[config.mk]
export PLATFORM = sky130hd
export DESIGN_NAME = touch_record_decoder_top
export DESIGN_NICKNAME = d
export VERILOG_FILES = /design/src/rtl/core/trd_pkg.sv /design/src/rtl/core/trd_cfg_regs.sv /design/src/rtl/core/trd_slot_state.sv /design/src/rtl/core/trd_check.sv /design/src/rtl/core/touch_record_decoder_top.sv
export SDC_FILE = /design/constraint.sdc
export NUM_CORES = 1
export LEC_CHECK = 0
export BUFFER_PORTS_ARGS = -buffer_cell sky130_fd_sc_hd__buf_2
export CORE_ASPECT_RATIO = 1.75
export CORE_MARGIN = 3
export CORE_UTILIZATION = 60
export DETAILED_ROUTE_END_ITERATION = 8
export HOLD_SLACK_MARGIN = 0.03
export PLACE_DENSITY_LB_ADDON = 0.15
export SYNTH_ARGS = -nofsm -noshare
export SYNTH_HDL_FRONTEND = slang
export SYNTH_SLANG_ARGS = --single-unit
[constraint.sdc]
create_clock -name i_clk -period 4.8 [get_ports i_clk]
set_input_delay 0.72 -clock i_clk [delete_from_list [all_inputs] [get_ports i_clk]]
set_output_delay 0.72 -clock i_clk [all_outputs]
set_load 0.02 [all_outputs]
[src/rtl/core/trd_pkg.sv]
// Package for the touch record decoder: status codes, register indexes,
// shared structs and default constants. No dependencies.
package trd_pkg;

    localparam int NUM_SLOTS_DEF = 10;
    localparam int CFG_IDX_W     = 4;
    localparam int CFG_DATA_W    = 12;
    localparam int COORD_W       = 12;

    localparam logic [CFG_IDX_W-1:0] CFG_X_EXTENT = 4'd0;
    localparam logic [CFG_IDX_W-1:0] CFG_Y_EXTENT = 4'd1;
    localparam logic [CFG_IDX_W-1:0] CFG_MIRROR_X = 4'd2;
    localparam logic [CFG_IDX_W-1:0] CFG_MIRROR_Y = 4'd3;

    localparam logic [1:0] TYPE_TOUCHSCREEN = 2'd1;
    localparam logic [COORD_W-1:0] EXTENT_RESET = 12'hFFF;

    typedef enum logic [2:0] {
        ST_ACCEPTED  = 3'd0,
        ST_BAD_SLOT  = 3'd1,
        ST_BAD_TYPE  = 3'd2,
        ST_SPURIOUS  = 3'd3,
        ST_OUT_RANGE = 3'd4
    } t_status;

    typedef struct packed {
        logic [COORD_W-1:0] x_extent;
        logic [COORD_W-1:0] y_extent;
        logic               mirror_x;
        logic               mirror_y;
    } t_cfg;

    typedef struct packed {
        t_status            status;
        logic [3:0]         slot;
        logic               press;
        logic [COORD_W-1:0] pos_x;
        logic [COORD_W-1:0] pos_y;
    } t_dec;

endpackage

[src/rtl/core/trd_cfg_regs.sv]
// Configuration register bank: extents and mirror controls.
// Depends on trd_pkg.
module trd_cfg_regs (
    input  logic                           i_clk,
    input  logic                           i_rst_n,
    input  logic                           i_cfg_we,
    input  logic [trd_pkg::CFG_IDX_W-1:0]  i_cfg_idx,
    input  logic [trd_pkg::CFG_DATA_W-1:0] i_cfg_data,
    output trd_pkg::t_cfg                  o_cfg
);
    import trd_pkg::*;

    t_cfg r_cfg;

    always_ff @(posedge i_clk) begin
        if (!i_rst_n) begin
            r_cfg.x_extent <= EXTENT_RESET;
            r_cfg.y_extent <= EXTENT_RESET;
            r_cfg.mirror_x <= 1'b0;
            r_cfg.mirror_y <= 1'b0;
        end else if (i_cfg_we) begin
            case (i_cfg_idx)
                CFG_X_EXTENT: r_cfg.x_extent <= i_cfg_data[COORD_W-1:0];
                CFG_Y_EXTENT: r_cfg.y_extent <= i_cfg_data[COORD_W-1:0];
                CFG_MIRROR_X: r_cfg.mirror_x <= i_cfg_data[0];
                CFG_MIRROR_Y: r_cfg.mirror_y <= i_cfg_data[0];
                default: ;
            endcase
        end
    end

    assign o_cfg = r_cfg;

endmodule

[src/rtl/core/trd_slot_state.sv]
// Per-slot pressed bits and a running count of pressed slots.
// Depends on trd_pkg.
module trd_slot_state #(
    parameter int NUM_SLOTS = trd_pkg::NUM_SLOTS_DEF
) (
    input  logic       i_clk,
    input  logic       i_rst_n,
    input  logic [3:0] i_slot,
    input  logic       i_update,
    input  logic       i_press,
    output logic       o_pressed,
    output logic [3:0] o_count
);
    import trd_pkg::*;

    localparam int SLOT_W = (NUM_SLOTS > 1) ? $clog2(NUM_SLOTS) : 1;
    localparam logic [3:0] SLOTS_L = 4'(NUM_SLOTS);

    logic [NUM_SLOTS-1:0] r_pressed;
    logic [3:0]           r_count;
    logic [3:0]           n_count;
    logic                 in_range;

    assign in_range  = i_slot < SLOTS_L;
    assign o_pressed = in_range ? r_pressed[i_slot[SLOT_W-1:0]] : 1'b0;
    assign n_count   = r_count + {3'd0, i_press} - {3'd0, o_pressed};
    assign o_count   = i_update ? n_count : r_count;

    always_ff @(posedge i_clk) begin
        if (!i_rst_n) begin
            r_pressed <= '0;
            r_count   <= '0;
        end else if (i_update && in_range) begin
            r_pressed[i_slot[SLOT_W-1:0]] <= i_press;
            r_count                       <= n_count;
        end
    end

endmodule

[src/rtl/core/trd_check.sv]
// Record field decode, validity checks in priority order, and axis mirroring.
// Depends on trd_pkg.
module trd_check #(
    parameter int NUM_SLOTS = trd_pkg::NUM_SLOTS_DEF
) (
    input  logic [7:0]    i_header_byte,
    input  logic [7:0]    i_coord_high_byte,
    input  logic [7:0]    i_x_low_byte,
    input  logic [7:0]    i_y_low_byte,
    input  trd_pkg::t_cfg i_cfg,
    input  logic          i_slot_pressed,
    output trd_pkg::t_dec o_dec
);
    import trd_pkg::*;

    localparam logic [3:0] SLOTS_L = 4'(NUM_SLOTS);

    logic [3:0]         slot;
    logic [1:0]         rec_type;
    logic               press;
    logic [COORD_W-1:0] x;
    logic [COORD_W-1:0] y;
    t_status            status;

    assign slot     = i_header_byte[3:0] - 4'd1;
    assign rec_type = i_header_byte[6:5];
    assign press    = i_header_byte[7];
    assign x        = {i_coord_high_byte[3:0], i_x_low_byte};
    assign y        = {i_coord_high_byte[7:4], i_y_low_byte};

    always_comb begin
        if (slot >= SLOTS_L) begin
            status = ST_BAD_SLOT;
        end else if (rec_type != TYPE_TOUCHSCREEN) begin
            status = ST_BAD_TYPE;
        end else if (!press && !i_slot_pressed) begin
            status = ST_SPURIOUS;
        end else if (x > i_cfg.x_extent || y > i_cfg.y_extent) begin
            status = ST_OUT_RANGE;
        end else begin
            status = ST_ACCEPTED;
        end
    end

    always_comb begin
        o_dec.status = status;
        o_dec.slot   = slot;
        o_dec.press  = press;
        o_dec.pos_x  = x;
        o_dec.pos_y  = y;
        if (status == ST_ACCEPTED && i_cfg.mirror_x) begin
            o_dec.pos_x = i_cfg.x_extent - x;
        end
        if (status == ST_ACCEPTED && i_cfg.mirror_y) begin
            o_dec.pos_y = i_cfg.y_extent - y;
        end
    end

endmodule

[src/rtl/core/touch_record_decoder_top.sv]
// Touch record decoder top: input register, check logic, slot state, result register.
// Depends on trd_pkg, trd_cfg_regs, trd_check, trd_slot_state.
// Path: input register, then result register; a record moves on unless the output stalls.
// Throughput: one record per cycle if not stalled; the slot bit update is a read-modify-write.
// Reset: synchronous active low; clears valids, slot bits, count; extents to 4095, mirrors off.
module touch_record_decoder_top #(
    parameter int NUM_SLOTS = trd_pkg::NUM_SLOTS_DEF
) (
    input  logic                           i_clk,
    input  logic                           i_rst_n,
    input  logic                           i_cfg_we,
    input  logic [trd_pkg::CFG_IDX_W-1:0]  i_cfg_idx,
    input  logic [trd_pkg::CFG_DATA_W-1:0] i_cfg_data,
    input  logic                           i_in_valid,
    output logic                           o_in_ready,
    input  logic [7:0]                     i_header_byte,
    input  logic [7:0]                     i_coord_high_byte,
    input  logic [7:0]                     i_x_low_byte,
    input  logic [7:0]                     i_y_low_byte,
    input  logic [7:0]                     i_contact_width,
    input  logic [7:0]                     i_contact_strength,
    output logic                           o_out_valid,
    input  logic                           i_out_ready,
    output logic [2:0]                     o_status,
    output logic [3:0]                     o_slot,
    output logic                           o_is_pressed,
    output logic [11:0]                    o_pos_x,
    output logic [11:0]                    o_pos_y,
    output logic [7:0]                     o_width_out,
    output logic [7:0]                     o_strength_out,
    output logic [3:0]                     o_active_count
);
    import trd_pkg::*;

    logic       r_in_valid;
    logic [7:0] r_hdr, r_hi, r_xl, r_yl, r_wid, r_str;

    logic       r_out_valid;
    t_dec       r_dec;
    logic [7:0] r_wid_out, r_str_out;
    logic [3:0] r_count_out;

    t_cfg       cfg;
    t_dec       dec;
    logic       slot_pressed;
    logic [3:0] count_after;
    logic       advance;
    logic       update;

    assign advance    = r_in_valid && (!r_out_valid || i_out_ready);
    assign o_in_ready = !r_in_valid || advance;
    assign update     = advance && (dec.status == ST_ACCEPTED);

    trd_cfg_regs u_cfg (
        .i_clk      (i_clk),
        .i_rst_n    (i_rst_n),
        .i_cfg_we   (i_cfg_we),
        .i_cfg_idx  (i_cfg_idx),
        .i_cfg_data (i_cfg_data),
        .o_cfg      (cfg)
    );

    trd_check #(.NUM_SLOTS(NUM_SLOTS)) u_check (
        .i_header_byte     (r_hdr),
        .i_coord_high_byte (r_hi),
        .i_x_low_byte      (r_xl),
        .i_y_low_byte      (r_yl),
        .i_cfg             (cfg),
        .i_slot_pressed    (slot_pressed),
        .o_dec             (dec)
    );

    trd_slot_state #(.NUM_SLOTS(NUM_SLOTS)) u_state (
        .i_clk     (i_clk),
        .i_rst_n   (i_rst_n),
        .i_slot    (dec.slot),
        .i_update  (update),
        .i_press   (dec.press),
        .o_pressed (slot_pressed),
        .o_count   (count_after)
    );

    always_ff @(posedge i_clk) begin
        if (!i_rst_n) begin
            r_in_valid <= 1'b0;
        end else if (o_in_ready) begin
            r_in_valid <= i_in_valid;
        end
    end

    always_ff @(posedge i_clk) begin
        if (i_in_valid && o_in_ready) begin
            r_hdr <= i_header_byte;
            r_hi  <= i_coord_high_byte;
            r_xl  <= i_x_low_byte;
            r_yl  <= i_y_low_byte;
            r_wid <= i_contact_width;
            r_str <= i_contact_strength;
        end
    end

    always_ff @(posedge i_clk) begin
        if (!i_rst_n) begin
            r_out_valid <= 1'b0;
        end else if (advance) begin
            r_out_valid <= 1'b1;
        end else if (i_out_ready) begin
            r_out_valid <= 1'b0;
        end
    end

    always_ff @(posedge i_clk) begin
        if (advance) begin
            r_dec       <= dec;
            r_wid_out   <= r_wid;
            r_str_out   <= r_str;
            r_count_out <= count_after;
        end
    end

    assign o_out_valid    = r_out_valid;
    assign o_status       = r_dec.status;
    assign o_slot         = r_dec.slot;
    assign o_is_pressed   = r_dec.press;
    assign o_pos_x        = r_dec.pos_x;
    assign o_pos_y        = r_dec.pos_y;
    assign o_width_out    = r_wid_out;
    assign o_strength_out = r_str_out;
    assign o_active_count = r_count_out;

endmodule

==> flow_metrics.py, run 1 <==
metrics = {
    "clocking": {
        "postCtsHoldBufs": 0,
        "numCtsBuffers": 17,
        "clockRootBuffer": "clkbuf_16",
        "clk_pin_slew_ns": 0.06,
        "cts_post_setup_buffers_inserted": 0,
        "clockBufferDepth": 2,
        "clk_latency_ns": 0.42,
        "cts_resized": 0,
        "cts_tree": "built",
        "cts_sinks": 141,
        "htree_levels": 4,
    },
    "worst_setup_path": {
        "reg2reg_from": "r_hdr[0]",
        "critPathRequiredTime_ns": 4.96,
        "path_max_fanout": 8,
        "endpoint_kind": "flip-flop",
        "worstSetupPathType": "reg2reg",
        "path_cells": "inv_1 -> ha_1 -> xnor2_1 -> inv_1 -> and3_1 -> or2_2 -> ha_1 -> inv_1 -> ha_1 -> a21o_1 -> a21oi_1 -> xnor2_1 -> and4_1 -> xor2_1",
        "r2r_slack_ns": 1.08,
        "startpoint_type": "flip-flop",
        "crit_family": "simple AND/OR/NAND/NOR gates",
        "path_buf_inv": 3,
        "arrival_ns": 3.88,
        "slowest_stage": "edfxtp_1",
        "reg2reg_depth": 14,
        "crit_path_max_incr_delay_ns": 0.56,
        "r2r-end": "o_active_count[3]",
    },
    "yosys": {
        "synth.cell_area_um2": 6490,
        "yosys_register_bits": 141,
        "async_flop_share_pct": 0,
        "ys_warn_count": 0,
        "seq_area_frac_synth_pct": 58.8,
        "syn-instance-count": 553,
        "synth-edff-count": 99,
        "synthFlopType": "edfxtp_1",
        "synthesis.nets": 658,
        "synth_cell_type_count": 48,
        "synth_area_per_cell_um2": 11.7,
    },
    "power_and_ir_drop": {
        "seqPwrFrac_pct": 44.5,
        "power.density_nw_per_um2": 394,
        "p_sw_mw": 0.697,
        "irDropWorstVdd_uv": 383,
        "internal_power_mw": 2.41,
        "cellLeakagePower_nw": 3.35,
        "combPwrFrac_pct": 9.0,
        "p_total_mw": 3.10,
        "switching_share_pct": 22.5,
        "p_clk_share_pct": 46.5,
    },
    "sta": {
        "rsz0062_at_grt": "false",
        "max_freq_mhz": 269,
        "period_needed_ns": 3.72,
        "slew_headroom_pct": 24.8,
        "timing.hold.ws_ns": 0.417,
        "clock_skew_ns": 0.0126,
        "hold_viol_final": 0,
        "tightestPinTransition_ns": 1.13,
        "worst_slack_ns": 1.08,
        "fin_tns_setup_ns": 0,
        "setup_viol": 0,
        "slew_viol_final": 0,
        "min_period_over_period_pct": 77.4,
    },
    "min_path": {
        "min_delay_worst_endpoint": "o_width_out[5]",
        "holdPathStages": 0,
        "min-delay-start": "r_wid[5]",
        "hold_class": "reg2reg",
    },
    "flow_run": {
        "cap_violations": 0,
    },
    "status": {
        "outcome": "completed",
    },
    "route": {
        "routedWlPerCell_um": 17.4,
        "drc": 0,
        "drt_pass1_iterations": 4,
        "drtIter0Drc": 309,
        "via_per_inst": 5.57,
        "vias": 4602,
        "routed_wl_um": 14400,
        "ant_nets": 0,
    },
    "finish": {
        "nNetsFinal": 791,
        "multi_input_area_um2": 2450,
        "regArea_um2": 3810,
        "fill_cells": 680,
        "antenna_cells": 0,
        "area_growth_pct": 21.5,
        "drive_gt1_share_pct": 25.5,
        "final_util_pct": 75.7,
    },
    "die": {
        "die_h_um": 144,
        "die_w_um": 84.6,
        "dieArea_um2": 12100,
        "start_util_pct": 62.3,
        "coreArea_um2": 10400,
        "top_level_ports": 123,
        "num_rows": 49,
    },
    "grt": {
        "grt_max_degree": 48,
        "antenna_found_initial": 0,
        "grt_first_pass_wirelength_um": 22600,
        "gr-total-overflow": 0,
        "grt_pass1_vias": 4863,
        "grt_usage_pct": 24.4,
    },
    "place": {
        "io_buffer_count": 121,
        "place.gp.congestion": 0.911,
        "dp_hpwl_um": 10300,
        "pre_cts_ws_ns": 1.11,
    },
}
-- metal layers --
layer	GRT usage [%]	wire [um]
met1	24.8	5170
met2	44.6	7850
met3	5.79	814
met4	14.6	559
met5	0	0
-- metrics by stage --
stage / instance area (um^2) / std cells
floorplan: 6490 / 553
global placement: 7230 / 794
detailed placement: 7230 / 794
CTS: 7890 / 826
global route: 7890 / 826
finish: 7890 / 826
-- flip-flops by register name (all words and copies together), names as in the netlist --
name,flops
u_cfg.o_cfg,26
o_pos_x,12
o_pos_y,12
u_state.r_pressed,10
o_strength_out,8
o_width_out,8
r_hi,8
r_str,8
r_wid,8
r_xl,8
r_yl,8
r_hdr,7
o_active_count,4
o_slot,4
u_state.r_count,4
o_status,3
o_is_pressed,1
o_out_valid,1
r_in_valid,1
-- worst register-to-register path, delay by kind of cell (launching register included) --
kind / cells / cell delay (ns)
simple gates: 3 / 0.83
fa+ha+maj: 3 / 0.71
xor+xnor: 3 / 0.58
flops: 1 / 0.56
buf+inv: 3 / 0.45
compound gates: 2 / 0.34
-- power groups by stage --
stage,clock network (mW),registers (mW),logic (mW)
after global routing,1.52,1.38,0.306
after CTS,1.45,1.38,0.280
final,1.44,1.38,0.280
after floorplan,0,1.43,0.157
after global placement,0,1.40,0.266
after detailed placement,0,1.41,0.276
-- worst max path at each step --
stage | start | to | slack (ns) | cells after the start
3_5_place_dp | r_hdr[0] | o_active_count[3] | 1.11 | 14
4_1_cts | r_hdr[0] | o_active_count[3] | 1.10 | 14
5_1_grt | r_hdr[0] | o_active_count[3] | 0.89 | 14
3_3_place_gp | r_hdr[0] | o_active_count[3] | 1.26 | 14
6_report | r_hdr[0] | o_active_count[3] | 1.08 | 14
2_1_floorplan | r_hdr[0] | o_active_count[3] | 1.58 | 13
-- Yosys cell counts, types with 4 or more instances --
cell      instances  area, um^2
a21boi_0          4        30.0
ha_1             33         413
xor2_1            5        43.8
nor3_1            6        30.0
nand4_1          10        62.6
nand3_1          24         120
o21ai_0          20         100
o211ai_1          4        30.0
clkbuf_1          9        33.8
mux2i_1          20         200
nor2_1           19        71.3
xnor2_1          13         114
a21oi_1          21         105
nand2b_1         11        68.8
nand2_1          84         315
o31ai_1           7        52.6
and2_1            6        37.5
a21o_1            9        67.6
a211o_1           4        35.0
o21a_1           10        75.1
edfxtp_1         99        2970
inv_1            41         154
nor2b_1           8        50.1
a31o_2            6        52.6
dfxtp_1          42         841
-- cell families after synthesis --
kind of cell    count (synthesis)  synth area share, %
xor+xnor                       19                 2.68
fa+ha+maj                      36                 7.29
compound gates                 97                 10.6
simple gates                  181                 13.1
buf+inv                        56                 3.49
mux                            23                 4.13
flops                         141                 58.8
-- area by class of cell --
| class | count | share of cell area, % |
|---|---|---|
| Tap cell | 127 | 2.02 |
| Inverter | 44 | 2.09 |
| Sequential cell | 141 | 48.4 |
| Clock inverter | 13 | 2.67 |
| Timing Repair Buffer | 126 | 8.16 |
| Multi-Input combinational cell | 356 | 31.1 |
| Clock buffer | 19 | 5.62 |
-- placed cells by master, fill, tap and decap left out, types with 4 or more instances in the layout --
master     instances
dfxtp_1           42
a21oi_1           21
ha_1              33
nor2b_1            8
nor3_1             6
a211o_1            4
mux2i_1           20
xnor2_1           13
and2_1             5
xor2_1             5
buf_2            121
o211ai_1           4
buf_4              5
o21ai_0           20
nand2b_1          11
edfxtp_1          99
a31o_2             6
nand2_1           84
a21boi_0           4
nor2_1            19
clkbuf_16         17
o21a_1            10
a21o_1             9
nand4_1           10
o31ai_1            7
inv_2              4
nand3_1           24
inv_1             40
bufinv_16          5
Power figures use the tool's default switching activity.
==> run 2: changes to the inputs <==
Settings changed: CORE_UTILIZATION 60 to 55.
Clock period 4.8 ns to 3.55 ns, I/O delays scaled along.
==> flow_metrics.py, run 2 (synthesis results as in run 1) <==
metrics = {
    "route": {
        "drt_pass1_iterations": 6,
        "via_per_inst": 5.56,
        "routed_wl_um": 14200,
        "routedWlPerCell_um": 17.0,
        "drtIter0Drc": 285,
        "drc": 0,
        "ant_nets": 0,
        "vias": 4660,
    },
    "sta": {
        "max_freq_mhz": 301,
        "hold_viol_final": 0,
        "fin_tns_setup_ns": 0,
        "slew_viol_final": 0,
        "worst_slack_ns": 0.228,
        "setup_viol": 0,
        "clock_skew_ns": 0.00808,
        "tightestPinTransition_ns": 0.786,
        "period_needed_ns": 3.32,
        "rsz0062_at_grt": "false",
        "min_period_over_period_pct": 93.6,
        "slew_headroom_pct": 47.6,
    },
    "status": {
        "outcome": "completed",
    },
    "die": {
        "top_level_ports": 123,
        "coreArea_um2": 11400,
        "die_h_um": 150,
        "start_util_pct": 57.1,
        "dieArea_um2": 13200,
        "die_w_um": 88.1,
        "num_rows": 51,
    },
    "grt": {
        "antenna_found_initial": 2,
        "grt_usage_pct": 22.8,
        "grt_first_pass_wirelength_um": 22900,
        "grt_max_degree": 48,
        "gr-total-overflow": 0,
        "grt_pass1_vias": 5027,
    },
    "worst_setup_path": {
        "arrival_ns": 3.48,
        "critPathRequiredTime_ns": 3.71,
        "endpoint_kind": "flip-flop",
        "r2r_slack_ns": 0.23,
        "worstSetupPathType": "reg2reg",
        "startpoint_type": "flip-flop",
        "path_max_fanout": 5,
    },
    "power_and_ir_drop": {
        "power.density_nw_per_um2": 515,
        "cellLeakagePower_nw": 3.36,
        "irDropWorstVdd_uv": 358,
    },
    "finish": {
        "largest_reg_flops": 26,
        "drive_gt1_share_pct": 25.6,
        "nNetsFinal": 798,
        "mostFrequentLayoutCell": "buf_2",
        "antenna_cells": 0,
        "fill_cells": 882,
        "area_growth_pct": 21.7,
        "final_cell_mix": "buf_2, edfxtp_1, nand2_1",
    },
    "place": {
        "io_buffer_count": 121,
        "pre_cts_ws_ns": 0.216,
        "place.gp.congestion": 0.899,
        "dp_hpwl_um": 10300,
    },
    "min_path": {
        "hold_class": "in2reg",
    },
    "clocking": {
        "clk_latency_ns": 0.41,
        "cts_tree": "built",
        "postCtsHoldBufs": 0,
        "htree_levels": 4,
        "cts_sinks": 141,
        "clockBufferDepth": 2,
        "clockRootBuffer": "clkbuf_16",
        "clk_pin_slew_ns": 0.06,
        "cts_post_setup_buffers_inserted": 0,
        "numCtsBuffers": 17,
        "cts_resized": 0,
    },
    "flow_run": {
        "cap_violations": 0,
    },
}
-- run 2: cell types whose count changed in the layout (fill, tap and decap cells not counted), sizes merged --
cell    before  now
inv         47   44
bufinv       5    4
buf        126  133
clkinv       3    6
clkbuf      19   20
-- run 2: cell type report --
cell class / instances / area (um^2) / area share (%)
clock buffer: 20 / 437 / 5.53
timing repair buffer: 133 / 696 / 8.81
inverter: 44 / 165 / 2.09
clock inverter: 12 / 170 / 2.15
tap: 132 / 165 / 2.09
multi-input combinational: 356 / 2450 / 31.0
sequential: 141 / 3810 / 48.3
-- run 2: per-stage QoR --
| step | hold slack [ns] | instance area, um^2 | power, mW | instances | util (%) |
|---|---|---|---|---|---|
| after detailed placement | 0.405 | 7290 | 2.28 | 806 | 64.2 |
| after global routing | 0.277 | 7900 | 4.22 | 838 | 69.5 |
| after floorplan | 0.400 | 6490 | 2.14 | 553 | - |
| final | 0.295 | 7900 | 4.07 | 838 | 69.5 |
| after global placement | 0.405 | 7290 | 2.27 | 806 | 64.2 |
| after CTS | 0.277 | 7900 | 4.11 | 838 | 69.5 |
-- run 2: metal layers --
metal  share of wire, %  GRT usage (%)  routed length, um
met3                5.4           6.45                771
met1                 37           22.7               5300
met2                 55           43.2               7800
met4                2.4           8.55                349
met5               0.15              0                 21
-- run 2: critical path, stage by stage (launching register included) --
cell	delay, ns
edfxtp_1	0.34
inv_1	0.09
ha_1	0.41
mux4_1	0.31
and3_1	0.23
or2_2	0.34
ha_1	0.23
inv_1	0.06
ha_1	0.22
a21o_1	0.18
a21oi_1	0.18
xnor2_1	0.14
and4_1	0.26
xor2_1	0.08
-- run 2: worst paths after layout --
check,start,cells past startpoint,end
max reg2reg,r_hdr[0],13,o_active_count[3]
min reg2reg,r_str[0],0,o_strength_out[0]
max,r_hdr[0],13,o_active_count[3]
min,i_header_byte[2],1,r_hdr[2]
-- run 2: power by group --
| part | internal [mW] | switching (mW) |
|---|---|---|
| Combinational | 0.148 | 0.236 |
| Sequential | 1.84 | 0.0254 |
| Clock | 1.17 | 0.652 |
